===== config.mk =====
export PLATFORM = sky130hd
export DESIGN_NAME = rv32i_instruction_decode_unit_flat
export DESIGN_NICKNAME = d
export VERILOG_FILES = /design/src/rtl/core/rvid_pkg.sv /design/src/rtl/core/rvid_if.sv /design/src/rtl/core/rvid_decode.sv /design/src/rtl/core/rv32i_instruction_decode_unit.sv /design/src/flat_wrapper.sv
export SDC_FILE = /design/constraint.sdc
export NUM_CORES = 1
export LEC_CHECK = 0
export ABC_AREA = 1
export BUFFER_PORTS_ARGS = -buffer_cell sky130_fd_sc_hd__buf_2
export CORE_MARGIN = 4
export CORE_UTILIZATION = 31
export CTS_CLUSTER_SIZE = 30
export DETAILED_ROUTE_END_ITERATION = 16
export GPL_TIMING_DRIVEN = 0
export PLACE_DENSITY = 0.51
export SLEW_MARGIN = 5
export SYNTH_ARGS = -nofsm -noshare
export SYNTH_HDL_FRONTEND = slang
export SYNTH_HIERARCHICAL = 1
export SYNTH_SLANG_ARGS = --single-unit

===== constraint.sdc =====
create_clock -name i_clk -period 10.3 [get_ports i_clk]
set_input_delay 0.515 -clock i_clk [delete_from_list [all_inputs] [get_ports i_clk]]
set_output_delay 0.515 -clock i_clk [all_outputs]
set_load 0.01 [all_outputs]

===== src/rtl/core/rvid_pkg.sv =====
// ----------------------------------------------------------------------------
// rvid_pkg
// Shared codes, opcodes and the decoded-result record of the RV32I decoder.
// ----------------------------------------------------------------------------
package rvid_pkg;

    localparam int unsigned XLEN = 32;

    // major opcodes
    localparam logic [6:0] OPC_LUI    = 7'b0110111;
    localparam logic [6:0] OPC_AUIPC  = 7'b0010111;
    localparam logic [6:0] OPC_JAL    = 7'b1101111;
    localparam logic [6:0] OPC_JALR   = 7'b1100111;
    localparam logic [6:0] OPC_BRANCH = 7'b1100011;
    localparam logic [6:0] OPC_LOAD   = 7'b0000011;
    localparam logic [6:0] OPC_STORE  = 7'b0100011;
    localparam logic [6:0] OPC_OPIMM  = 7'b0010011;
    localparam logic [6:0] OPC_OP     = 7'b0110011;

    // funct7 values
    localparam logic [6:0] F7_BASE = 7'b0000000;
    localparam logic [6:0] F7_ALT  = 7'b0100000;

    // funct3 values
    localparam logic [2:0] F3_ADD  = 3'd0;
    localparam logic [2:0] F3_SLL  = 3'd1;
    localparam logic [2:0] F3_SLT  = 3'd2;
    localparam logic [2:0] F3_SLTU = 3'd3;
    localparam logic [2:0] F3_XOR  = 3'd4;
    localparam logic [2:0] F3_SR   = 3'd5;
    localparam logic [2:0] F3_OR   = 3'd6;
    localparam logic [2:0] F3_AND  = 3'd7;

    // funct3 codes of the branch format
    localparam logic [2:0] F3_BEQ     = 3'd0;
    localparam logic [2:0] F3_BNE     = 3'd1;
    localparam logic [2:0] F3_BR_RSV2 = 3'd2;
    localparam logic [2:0] F3_BR_RSV3 = 3'd3;
    localparam logic [2:0] F3_BLT     = 3'd4;
    localparam logic [2:0] F3_BGE     = 3'd5;
    localparam logic [2:0] F3_BLTU    = 3'd6;
    localparam logic [2:0] F3_BGEU    = 3'd7;

    // funct3 codes of the load and store formats
    localparam logic [2:0] F3_BYTE   = 3'd0;
    localparam logic [2:0] F3_HALF   = 3'd1;
    localparam logic [2:0] F3_BYTE_U = 3'd4;
    localparam logic [2:0] F3_HALF_U = 3'd5;

    // instruction class
    localparam logic [2:0] CL_ALU     = 3'd0;
    localparam logic [2:0] CL_LOAD    = 3'd1;
    localparam logic [2:0] CL_STORE   = 3'd2;
    localparam logic [2:0] CL_BRANCH  = 3'd3;
    localparam logic [2:0] CL_JUMP    = 3'd4;
    localparam logic [2:0] CL_INVALID = 3'd5;

    // alu operations
    localparam logic [3:0] ALU_ADD  = 4'd0;
    localparam logic [3:0] ALU_SUB  = 4'd1;
    localparam logic [3:0] ALU_SLL  = 4'd2;
    localparam logic [3:0] ALU_SLT  = 4'd3;
    localparam logic [3:0] ALU_SLTU = 4'd4;
    localparam logic [3:0] ALU_XOR  = 4'd5;
    localparam logic [3:0] ALU_SRL  = 4'd6;
    localparam logic [3:0] ALU_SRA  = 4'd7;
    localparam logic [3:0] ALU_OR   = 4'd8;
    localparam logic [3:0] ALU_AND  = 4'd9;

    // memory operations
    localparam logic [2:0] MEM_LB  = 3'd0;
    localparam logic [2:0] MEM_LH  = 3'd1;
    localparam logic [2:0] MEM_LW  = 3'd2;
    localparam logic [2:0] MEM_LBU = 3'd3;
    localparam logic [2:0] MEM_LHU = 3'd4;
    localparam logic [2:0] MEM_SB  = 3'd5;
    localparam logic [2:0] MEM_SH  = 3'd6;
    localparam logic [2:0] MEM_SW  = 3'd7;

    // branch operations
    localparam logic [2:0] BR_EQ  = 3'd0;
    localparam logic [2:0] BR_NE  = 3'd1;
    localparam logic [2:0] BR_LT  = 3'd2;
    localparam logic [2:0] BR_GE  = 3'd3;
    localparam logic [2:0] BR_LTU = 3'd4;
    localparam logic [2:0] BR_GEU = 3'd5;

    localparam logic [XLEN-1:0] LINK_OFFSET = 32'd4;

    typedef struct packed {
        logic [2:0]      op_class;
        logic [3:0]      alu_op;
        logic [2:0]      mem_op;
        logic [2:0]      br_op;
        logic [XLEN-1:0] operand_one;
        logic [XLEN-1:0] operand_two;
        logic [XLEN-1:0] store_value;
        logic [4:0]      dest_reg;
        logic            write_enable;
        logic [XLEN-1:0] next_pc;
    } t_dec_res;

endpackage


===== src/rtl/core/rvid_if.sv =====
// ----------------------------------------------------------------------------
// rvid_in_if / rvid_out_if
// Valid/ready channels carrying fetched instruction words and decoded words.
// ----------------------------------------------------------------------------
interface rvid_in_if;
    logic        valid;
    logic        ready;
    logic [31:0] instruction_word;
    logic [31:0] fetch_pc;
    logic [31:0] rs1_value;
    logic [31:0] rs2_value;

    modport source (
        output valid, instruction_word, fetch_pc, rs1_value, rs2_value,
        input  ready
    );
    modport sink (
        input  valid, instruction_word, fetch_pc, rs1_value, rs2_value,
        output ready
    );
endinterface

interface rvid_out_if;
    logic        valid;
    logic        ready;
    logic [2:0]  op_class;
    logic [3:0]  alu_op;
    logic [2:0]  mem_op;
    logic [2:0]  br_op;
    logic [31:0] operand_one;
    logic [31:0] operand_two;
    logic [31:0] store_value;
    logic [4:0]  dest_reg;
    logic        write_enable;
    logic [31:0] next_pc;

    modport source (
        output valid, op_class, alu_op, mem_op, br_op, operand_one, operand_two,
               store_value, dest_reg, write_enable, next_pc,
        input  ready
    );
    modport sink (
        input  valid, op_class, alu_op, mem_op, br_op, operand_one, operand_two,
               store_value, dest_reg, write_enable, next_pc,
        output ready
    );
endinterface


===== src/rtl/core/rvid_decode.sv =====
// ----------------------------------------------------------------------------
// rvid_decode
// Combinational RV32I field decode, immediate build and next-pc adder.
// ----------------------------------------------------------------------------
module rvid_decode (
    input  logic [31:0]        i_word,
    input  logic [31:0]        i_pc,
    input  logic [31:0]        i_rs1,
    input  logic [31:0]        i_rs2,
    output rvid_pkg::t_dec_res o_res
);

    logic [6:0]  w_opc;
    logic [2:0]  w_f3;
    logic [6:0]  w_f7;
    logic [4:0]  w_rd;
    logic [31:0] w_imm_i;
    logic [31:0] w_imm_s;
    logic [31:0] w_imm_b;
    logic [31:0] w_imm_u;
    logic [31:0] w_imm_j;
    logic [31:0] w_tgt_base;
    logic [31:0] w_tgt_off;
    logic [31:0] w_tgt_sum;
    logic [31:0] w_pc_inc;

    assign w_opc = i_word[6:0];
    assign w_f3  = i_word[14:12];
    assign w_f7  = i_word[31:25];
    assign w_rd  = i_word[11:7];

    assign w_imm_i = {{20{i_word[31]}}, i_word[31:20]};
    assign w_imm_s = {{20{i_word[31]}}, i_word[31:25], i_word[11:7]};
    assign w_imm_b = {{19{i_word[31]}}, i_word[31], i_word[7], i_word[30:25],
                      i_word[11:8], 1'b0};
    assign w_imm_u = {i_word[31:12], 12'd0};
    assign w_imm_j = {{11{i_word[31]}}, i_word[31], i_word[19:12], i_word[20],
                      i_word[30:21], 1'b0};

    // one shared target adder for jal, jalr and branches
    assign w_tgt_base = (w_opc == rvid_pkg::OPC_JALR) ? i_rs1 : i_pc;
    assign w_tgt_off  = (w_opc == rvid_pkg::OPC_JALR) ? w_imm_i :
                        (w_opc == rvid_pkg::OPC_JAL)  ? w_imm_j : w_imm_b;
    assign w_tgt_sum  = w_tgt_base + w_tgt_off;
    assign w_pc_inc   = i_pc + rvid_pkg::LINK_OFFSET;

    always_comb begin
        o_res              = '0;
        o_res.op_class     = rvid_pkg::CL_INVALID;
        o_res.alu_op       = rvid_pkg::ALU_ADD;
        o_res.next_pc      = w_pc_inc;
        unique case (w_opc)
            rvid_pkg::OPC_LUI, rvid_pkg::OPC_AUIPC: begin
                o_res.op_class     = rvid_pkg::CL_ALU;
                o_res.operand_one  = (w_opc == rvid_pkg::OPC_LUI) ? 32'd0 : i_pc;
                o_res.operand_two  = w_imm_u;
                o_res.dest_reg     = w_rd;
                o_res.write_enable = 1'b1;
            end
            rvid_pkg::OPC_JAL, rvid_pkg::OPC_JALR: begin
                o_res.op_class     = rvid_pkg::CL_JUMP;
                o_res.operand_one  = i_pc;
                o_res.operand_two  = rvid_pkg::LINK_OFFSET;
                o_res.dest_reg     = w_rd;
                o_res.write_enable = 1'b1;
                o_res.next_pc      = (w_opc == rvid_pkg::OPC_JALR) ?
                                     {w_tgt_sum[31:1], 1'b0} : w_tgt_sum;
            end
            rvid_pkg::OPC_BRANCH: begin
                if (w_f3 != rvid_pkg::F3_BR_RSV2 && w_f3 != rvid_pkg::F3_BR_RSV3) begin
                    o_res.op_class    = rvid_pkg::CL_BRANCH;
                    o_res.operand_one = i_rs1;
                    o_res.operand_two = i_rs2;
                    o_res.next_pc     = w_tgt_sum;
                    unique case (w_f3)
                        rvid_pkg::F3_BEQ:  o_res.br_op = rvid_pkg::BR_EQ;
                        rvid_pkg::F3_BNE:  o_res.br_op = rvid_pkg::BR_NE;
                        rvid_pkg::F3_BLT:  o_res.br_op = rvid_pkg::BR_LT;
                        rvid_pkg::F3_BGE:  o_res.br_op = rvid_pkg::BR_GE;
                        rvid_pkg::F3_BLTU: o_res.br_op = rvid_pkg::BR_LTU;
                        rvid_pkg::F3_BGEU: o_res.br_op = rvid_pkg::BR_GEU;
                        default:           o_res.br_op = rvid_pkg::BR_EQ;
                    endcase
                end
            end
            rvid_pkg::OPC_LOAD: begin
                o_res.op_class     = rvid_pkg::CL_LOAD;
                o_res.operand_one  = i_rs1;
                o_res.operand_two  = w_imm_i;
                o_res.dest_reg     = w_rd;
                o_res.write_enable = 1'b1;
                // unknown widths fall back to a full word
                unique case (w_f3)
                    rvid_pkg::F3_BYTE:   o_res.mem_op = rvid_pkg::MEM_LB;
                    rvid_pkg::F3_HALF:   o_res.mem_op = rvid_pkg::MEM_LH;
                    rvid_pkg::F3_BYTE_U: o_res.mem_op = rvid_pkg::MEM_LBU;
                    rvid_pkg::F3_HALF_U: o_res.mem_op = rvid_pkg::MEM_LHU;
                    default:             o_res.mem_op = rvid_pkg::MEM_LW;
                endcase
            end
            rvid_pkg::OPC_STORE: begin
                o_res.op_class    = rvid_pkg::CL_STORE;
                o_res.operand_one = i_rs1;
                o_res.operand_two = w_imm_s;
                o_res.store_value = i_rs2;
                unique case (w_f3)
                    rvid_pkg::F3_BYTE: o_res.mem_op = rvid_pkg::MEM_SB;
                    rvid_pkg::F3_HALF: o_res.mem_op = rvid_pkg::MEM_SH;
                    default:           o_res.mem_op = rvid_pkg::MEM_SW;
                endcase
            end
            rvid_pkg::OPC_OPIMM: begin
                o_res.op_class     = rvid_pkg::CL_ALU;
                o_res.operand_one  = i_rs1;
                o_res.operand_two  = w_imm_i;
                o_res.dest_reg     = w_rd;
                o_res.write_enable = 1'b1;
                unique case (w_f3)
                    rvid_pkg::F3_ADD:  o_res.alu_op = rvid_pkg::ALU_ADD;
                    rvid_pkg::F3_SLL:  o_res.alu_op = rvid_pkg::ALU_SLL;
                    rvid_pkg::F3_SLT:  o_res.alu_op = rvid_pkg::ALU_SLT;
                    rvid_pkg::F3_SLTU: o_res.alu_op = rvid_pkg::ALU_SLTU;
                    rvid_pkg::F3_XOR:  o_res.alu_op = rvid_pkg::ALU_XOR;
                    rvid_pkg::F3_SR:   o_res.alu_op = (w_f7 == rvid_pkg::F7_ALT) ?
                                                      rvid_pkg::ALU_SRA :
                                                      rvid_pkg::ALU_SRL;
                    rvid_pkg::F3_OR:   o_res.alu_op = rvid_pkg::ALU_OR;
                    default:           o_res.alu_op = rvid_pkg::ALU_AND;
                endcase
                // shift immediates only allow the legal upper patterns: base for left, base or alt for right
                if ((w_f3 == rvid_pkg::F3_SLL && w_f7 != rvid_pkg::F7_BASE) ||
                    (w_f3 == rvid_pkg::F3_SR && w_f7 != rvid_pkg::F7_BASE &&
                     w_f7 != rvid_pkg::F7_ALT)) begin
                    o_res = '0;
                    o_res.op_class = rvid_pkg::CL_INVALID;
                    o_res.next_pc  = w_pc_inc;
                end
            end
            rvid_pkg::OPC_OP: begin
                if (w_f7 == rvid_pkg::F7_BASE ||
                    (w_f7 == rvid_pkg::F7_ALT &&
                     (w_f3 == rvid_pkg::F3_ADD || w_f3 == rvid_pkg::F3_SR))) begin
                    o_res.op_class     = rvid_pkg::CL_ALU;
                    o_res.operand_one  = i_rs1;
                    o_res.operand_two  = i_rs2;
                    o_res.dest_reg     = w_rd;
                    o_res.write_enable = 1'b1;
                    unique case (w_f3)
                        rvid_pkg::F3_ADD:  o_res.alu_op = (w_f7 == rvid_pkg::F7_ALT) ?
                                                          rvid_pkg::ALU_SUB :
                                                          rvid_pkg::ALU_ADD;
                        rvid_pkg::F3_SLL:  o_res.alu_op = rvid_pkg::ALU_SLL;
                        rvid_pkg::F3_SLT:  o_res.alu_op = rvid_pkg::ALU_SLT;
                        rvid_pkg::F3_SLTU: o_res.alu_op = rvid_pkg::ALU_SLTU;
                        rvid_pkg::F3_XOR:  o_res.alu_op = rvid_pkg::ALU_XOR;
                        rvid_pkg::F3_SR:   o_res.alu_op = (w_f7 == rvid_pkg::F7_ALT) ?
                                                          rvid_pkg::ALU_SRA :
                                                          rvid_pkg::ALU_SRL;
                        rvid_pkg::F3_OR:   o_res.alu_op = rvid_pkg::ALU_OR;
                        default:           o_res.alu_op = rvid_pkg::ALU_AND;
                    endcase
                end
            end
            default: begin
                o_res.op_class = rvid_pkg::CL_INVALID;
            end
        endcase
    end

endmodule


===== src/rtl/core/rv32i_instruction_decode_unit.sv =====
// ----------------------------------------------------------------------------
// rv32i_instruction_decode_unit
// RV32I decode stage: one instruction word in, one decoded word out, per cycle.
// Words are taken into an input register, decoded by short logic and held in a
// result register, so a new word is accepted every cycle unless the output stalls;
// its decoded word is offered on the output once the result register loads it.
// Throughput is one word per cycle while the sink takes results; a stalled
// result register holds the input register, and ready then drops only when
// both registers are full. Branch next_pc is the taken target; the condition
// itself is resolved downstream.
// ----------------------------------------------------------------------------
module rv32i_instruction_decode_unit (
    input  logic        i_clk,
    input  logic        i_rst_n,
    rvid_in_if.sink     i_in,
    rvid_out_if.source  o_out
);

    logic               r_s1_valid;
    logic [31:0]        r_s1_word;
    logic [31:0]        r_s1_pc;
    logic [31:0]        r_s1_rs1;
    logic [31:0]        r_s1_rs2;
    logic               r_out_valid;
    rvid_pkg::t_dec_res r_out;
    rvid_pkg::t_dec_res n_out;
    logic               w_out_free;
    logic               w_s1_free;

    // result register can load when empty or being drained
    assign w_out_free = !r_out_valid || o_out.ready;
    assign w_s1_free  = !r_s1_valid || w_out_free;
    assign i_in.ready = w_s1_free;

    rvid_decode u_decode (
        .i_word (r_s1_word),
        .i_pc   (r_s1_pc),
        .i_rs1  (r_s1_rs1),
        .i_rs2  (r_s1_rs2),
        .o_res  (n_out)
    );

    always_ff @(posedge i_clk) begin
        if (!i_rst_n) begin
            r_s1_valid  <= 1'b0;
            r_out_valid <= 1'b0;
        end else begin
            if (w_s1_free) begin
                r_s1_valid <= i_in.valid;
            end
            if (w_out_free) begin
                r_out_valid <= r_s1_valid;
            end
        end
    end

    always_ff @(posedge i_clk) begin
        if (w_s1_free && i_in.valid) begin
            r_s1_word <= i_in.instruction_word;
            r_s1_pc   <= i_in.fetch_pc;
            r_s1_rs1  <= i_in.rs1_value;
            r_s1_rs2  <= i_in.rs2_value;
        end
        if (w_out_free && r_s1_valid) begin
            r_out <= n_out;
        end
    end

    assign o_out.valid        = r_out_valid;
    assign o_out.op_class     = r_out.op_class;
    assign o_out.alu_op       = r_out.alu_op;
    assign o_out.mem_op       = r_out.mem_op;
    assign o_out.br_op        = r_out.br_op;
    assign o_out.operand_one  = r_out.operand_one;
    assign o_out.operand_two  = r_out.operand_two;
    assign o_out.store_value  = r_out.store_value;
    assign o_out.dest_reg     = r_out.dest_reg;
    assign o_out.write_enable = r_out.write_enable;
    assign o_out.next_pc      = r_out.next_pc;

`ifndef ASSERT_OFF
    a_stage_moves: assert property (@(posedge i_clk) disable iff (!i_rst_n)
        (r_s1_valid && w_out_free) |=> r_out_valid)
        else $error("decoded word lost between stages");

    a_stall_holds_s1: assert property (@(posedge i_clk) disable iff (!i_rst_n)
        (r_s1_valid && !w_out_free) |=> (r_s1_valid && $stable(r_s1_word)))
        else $error("input register changed during stall");

    a_no_wb_invalid: assert property (@(posedge i_clk) disable iff (!i_rst_n)
        (r_out_valid && (r_out.op_class == rvid_pkg::CL_INVALID ||
                         r_out.op_class == rvid_pkg::CL_STORE ||
                         r_out.op_class == rvid_pkg::CL_BRANCH))
        |-> (!r_out.write_enable && r_out.dest_reg == 5'd0))
        else $error("write-back flagged for a class without destination");

    a_jump_link: assert property (@(posedge i_clk) disable iff (!i_rst_n)
        (r_out_valid && r_out.op_class == rvid_pkg::CL_JUMP)
        |-> (r_out.operand_two == rvid_pkg::LINK_OFFSET && r_out.write_enable))
        else $error("jump without link operands");
`endif

endmodule

===== src/flat_wrapper.sv =====
// flat-port wrapper written by rule: the top's interface ports become plain ports
module rv32i_instruction_decode_unit_flat 
  (i_clk, i_rst_n, i_in_valid, i_in_instruction_word, i_in_fetch_pc, i_in_rs1_value, i_in_rs2_value, i_in_ready, o_out_valid, o_out_op_class, o_out_alu_op, o_out_mem_op, o_out_br_op, o_out_operand_one, o_out_operand_two, o_out_store_value, o_out_dest_reg, o_out_write_enable, o_out_next_pc, o_out_ready);
  rvid_in_if i_in_i ();
  rvid_out_if o_out_i ();
  input  logic i_clk;
  input  logic i_rst_n;
  input wire logic [$bits(i_in_i.valid)-1:0] i_in_valid;
  input wire logic [$bits(i_in_i.instruction_word)-1:0] i_in_instruction_word;
  input wire logic [$bits(i_in_i.fetch_pc)-1:0] i_in_fetch_pc;
  input wire logic [$bits(i_in_i.rs1_value)-1:0] i_in_rs1_value;
  input wire logic [$bits(i_in_i.rs2_value)-1:0] i_in_rs2_value;
  output wire logic [$bits(i_in_i.ready)-1:0] i_in_ready;
  output wire logic [$bits(o_out_i.valid)-1:0] o_out_valid;
  output wire logic [$bits(o_out_i.op_class)-1:0] o_out_op_class;
  output wire logic [$bits(o_out_i.alu_op)-1:0] o_out_alu_op;
  output wire logic [$bits(o_out_i.mem_op)-1:0] o_out_mem_op;
  output wire logic [$bits(o_out_i.br_op)-1:0] o_out_br_op;
  output wire logic [$bits(o_out_i.operand_one)-1:0] o_out_operand_one;
  output wire logic [$bits(o_out_i.operand_two)-1:0] o_out_operand_two;
  output wire logic [$bits(o_out_i.store_value)-1:0] o_out_store_value;
  output wire logic [$bits(o_out_i.dest_reg)-1:0] o_out_dest_reg;
  output wire logic [$bits(o_out_i.write_enable)-1:0] o_out_write_enable;
  output wire logic [$bits(o_out_i.next_pc)-1:0] o_out_next_pc;
  input wire logic [$bits(o_out_i.ready)-1:0] o_out_ready;
  assign i_in_i.valid = i_in_valid;
  assign i_in_i.instruction_word = i_in_instruction_word;
  assign i_in_i.fetch_pc = i_in_fetch_pc;
  assign i_in_i.rs1_value = i_in_rs1_value;
  assign i_in_i.rs2_value = i_in_rs2_value;
  assign i_in_ready = i_in_i.ready;
  assign o_out_valid = o_out_i.valid;
  assign o_out_op_class = o_out_i.op_class;
  assign o_out_alu_op = o_out_i.alu_op;
  assign o_out_mem_op = o_out_i.mem_op;
  assign o_out_br_op = o_out_i.br_op;
  assign o_out_operand_one = o_out_i.operand_one;
  assign o_out_operand_two = o_out_i.operand_two;
  assign o_out_store_value = o_out_i.store_value;
  assign o_out_dest_reg = o_out_i.dest_reg;
  assign o_out_write_enable = o_out_i.write_enable;
  assign o_out_next_pc = o_out_i.next_pc;
  assign o_out_i.ready = o_out_ready;
  rv32i_instruction_decode_unit u_core (.i_clk(i_clk), .i_rst_n(i_rst_n), .i_in(i_in_i), .o_out(o_out_i));
endmodule

==> summary.txt <==
Logic synthesis
  • Area share of the largest cell type after synthesis: 60.32%
  • Top_reg_cell synth: edfxtp_1
  • Synth top area cells: edfxtp_1, nand2_1, inv_1, nor2_1, ha_1
  • Synthesized area: 0.01369 mm^2
  • Syn. warnings: 6
  • Cells after synthesis: about 1.4k
  • Mux share of post-synthesis cell area: 0%
  • Register bit total from synthesis: around 280
  • Synth Area in Simple Gates: 21.67%
  • Sequential-to-total area share from yosys stat: 60.61%
  • Mean area per synthesized cell: 9.675 um^2
  • EDFF count, synth: 275
  • Asr flop ratio synth: 0%
  • Cell taking the most area after synthesis: edfxtp_1
  • Complex-gate fraction of the synthesized area: 7.713%
  • Mapped Nets: 1580
  • Xor/xnor share of the synthesized area: 0.7037%
  • Main combinational cell family by area after synthesis: simple AND/OR/NAND/NOR gates
  • Post-synthesis adder-cell area fraction: about 3%
  • Synth cell types: 47

STA
  • Slew headroom: roughly two fifths
  • Final Setup Violations: 0
  • Fin. max-slew vios: 0
  • Clock skew: 0.02080 ns
  • Final hold vios: 0
  • Tmin final: 4.269 ns
  • Period utilization: 41.45%
  • Setup TNS: 0 ns
  • Worst slew pin tran: between 0.8 and 0.9 ns
  • Hold Slack: 0.1576 ns
  • Unrepaired setup endpoints after global routing: false
  • Worst setup slack after layout: 6.031 ns
  • FMAX: 234.2 MHz

Power
  • Final total power: 2.713 mW
  • PD cells: 159.5 mW/mm^2
  • Max IR drop VDD: 0.00009904 V
  • Leak pwr: between 7 and 8 nW

Placement
  • DPL Wire Length: approximately 36000 um
  • PortBufs: 280
  • GPL Wtd Cong: 0.9242
  • Place WS: 6.180 ns

Detailed routing
  • Drt total wl: between 40000 and 50000 um
  • Vias per cell: between 4 and 5
  • Average wire per standard cell: between 15 and 20 um
  • # DRC: 0
  • DR vias: approximately 11k
  • DRT antenna net count: 0
  • DR iter-0 viols: 766
  • Drt first pass iters: 5

Global route
  • Vias in the first global route: 10.86k
  • First-pass GRT wire length: between 60000 and 70000 um
  • Pin count of the biggest net entering global routing: 73
  • Antenna violations before repair: 3
  • GRT overflow: 0
  • Tot GR Track Use: 19.03%

Critical path
  • R2R depth: 15
  • Worst-path fanout max: 10
  • Crit path DAT: roughly 4.5 ns
  • Type of origin of the critical path: flip-flop
  • Setup crit end kind: flip-flop
  • CP Data Required Time: 10.53 ns
  • Crit Path Category: reg2reg
  • Crit Reg-Reg Startpoint: u_core/r_s1_word[3]
  • FF-to-FF End: u_core/o_out.next_pc[11]
  • R2R Setup Slk: 6.03 ns

Layout
  • NumNets Final: 1903
  • Commonest cells after routing, fill and taps aside: nand2_1, buf_2, edfxtp_1, inv_1, nor2_1
  • Layout cells sized above 1: a little under a quarter
  • Layout area overhead: 24.22%
  • Fillcell total: 4336
  • Multi-input logic area: 0.004551 mm^2
  • Storage element area: between 0.008 and 0.009 mm^2
  • Final Util: 39.22%
  • Leading cell type in the layout, fill and taps excluded: nand2_1

Die
  • IO Pins: 281
  • Die ar.: 0.04759 mm^2
  • # rows: 76
  • Core footprint: 0.04336 mm^2
  • Starting Density: a little under a third
  • Die height: 218.2 um
  • Die width: 218.2 um

CTS
  • Clock-pin slew on the worst setup and hold paths: 0.06 ns
  • Worst-Skew Late Latency: roughly 0.53 ns
  • CTS Hold Bufs: 0
  • Longest Clk Path Bufs: 3
  • Post-CTS Resized: 0
  • # Post-CTS Setup Buffers: 0
  • CTS root buf: clkbuf_16
  • Clock sink count: 277
  • H-Tree Depth: 2
  • TritonCTS clock tree: done
  • Cts bufs inserted: 34

Min path
  • Worst hold path class: in2reg
  • HP Start: i_in_fetch_pc[11]
  • Hold path depth: 1
  • Min-Delay Endpoint: u_core/r_s1_pc[11]

Flow run
  • # Max-Cap Violations: 0

Run status
  • Status: finished, final reports clean
-- cell usage after synthesis (6+ instances only) --
cell type and n:
buf_2 16, nand4_1 14, inv_1 173, nand3_1 66, o21bai_1 6, o21ai_1 18, o21ai_0 71, nor3_1 17
edfxtp_1 275, xor2_1 6, clkbuf_1 7, o211ai_1 14, nor2_1 114, a21oi_1 48, ha_1 32, nand2_1 443
nand2_2 6, inv_2 13, o221ai_1 10
-- layer usage --
metal / share of wire, % / track usage (%)
met1: 45 / 26.75
met2: 46 / 30.23
met3: 6.0 / 3.059
met4: 2.6 / 6.193
met5: 0 / 0
-- how the worst max path moves through the flow --
stage / end / slack [ns] / from / depth (start not counted)
after global placement: u_core/o_out.next_pc[25] / -2.44 / o_out_ready / 3
after CTS: u_core/o_out.next_pc[11] / 6.15 / u_core/r_s1_word[3] / 15
after global routing: u_core/o_out.next_pc[11] / 5.86 / u_core/r_s1_word[3] / 15
after floorplan: u_core/o_out.alu_op[0] / 1.95 / o_out_ready / 2
after detailed placement: u_core/o_out.next_pc[11] / 6.18 / u_core/r_s1_word[4] / 15
final: u_core/o_out.next_pc[11] / 6.03 / u_core/r_s1_word[3] / 15
-- area by class of cell --
cell class / count / area share [%]
sequential: 277 / 48.79
multi-input combinational: 921 / 26.76
timing repair buffer: 287 / 9.152
clock buffer: 40 / 5.260
tap: 585 / 4.304
inverter: 187 / 4.157
buffer: 30 / 0.8902
clock inverter: 20 / 0.6254
antenna: 4 / 0.05886
-- worst max-delay path, cell delays in order, from the launching register on --
cell      delay (ns)
edfxtp_1        0.41
inv_2           0.11
nand2_1         0.06
nor2_1          0.21
nand2_1         0.40
inv_2           0.18
clkbuf_1        0.54
o21ai_0         0.25
ha_1            0.40
or2_2           0.33
nand3_1         0.09
nand2_1         0.13
nand2_1         0.09
nand2_1         0.13
xnor2_1         0.16
o21ai_0         0.49
-- where the power goes --
group          internal [mW]  switching [mW]  total (mW)
Clock                  0.622           0.462        1.08
Sequential              1.30          0.0341        1.33
Combinational          0.100           0.196       0.297
-- per-stage QoR --
step | std cells | area [um^2]
floorplan | 1415 | 13690
global placement | 2280 | 15820
detailed placement | 2287 | 16000
CTS | 2347 | 17000
global route | 2350 | 17000
finish | 2351 | 17010
-- cell families after synthesis --
kind of cell    after synthesis
simple gates                695
flops                       277
buf+inv                     217
compound gates              182
fa+ha+maj                    33
xor+xnor                     11
Power figures use the tool's default switching activity.
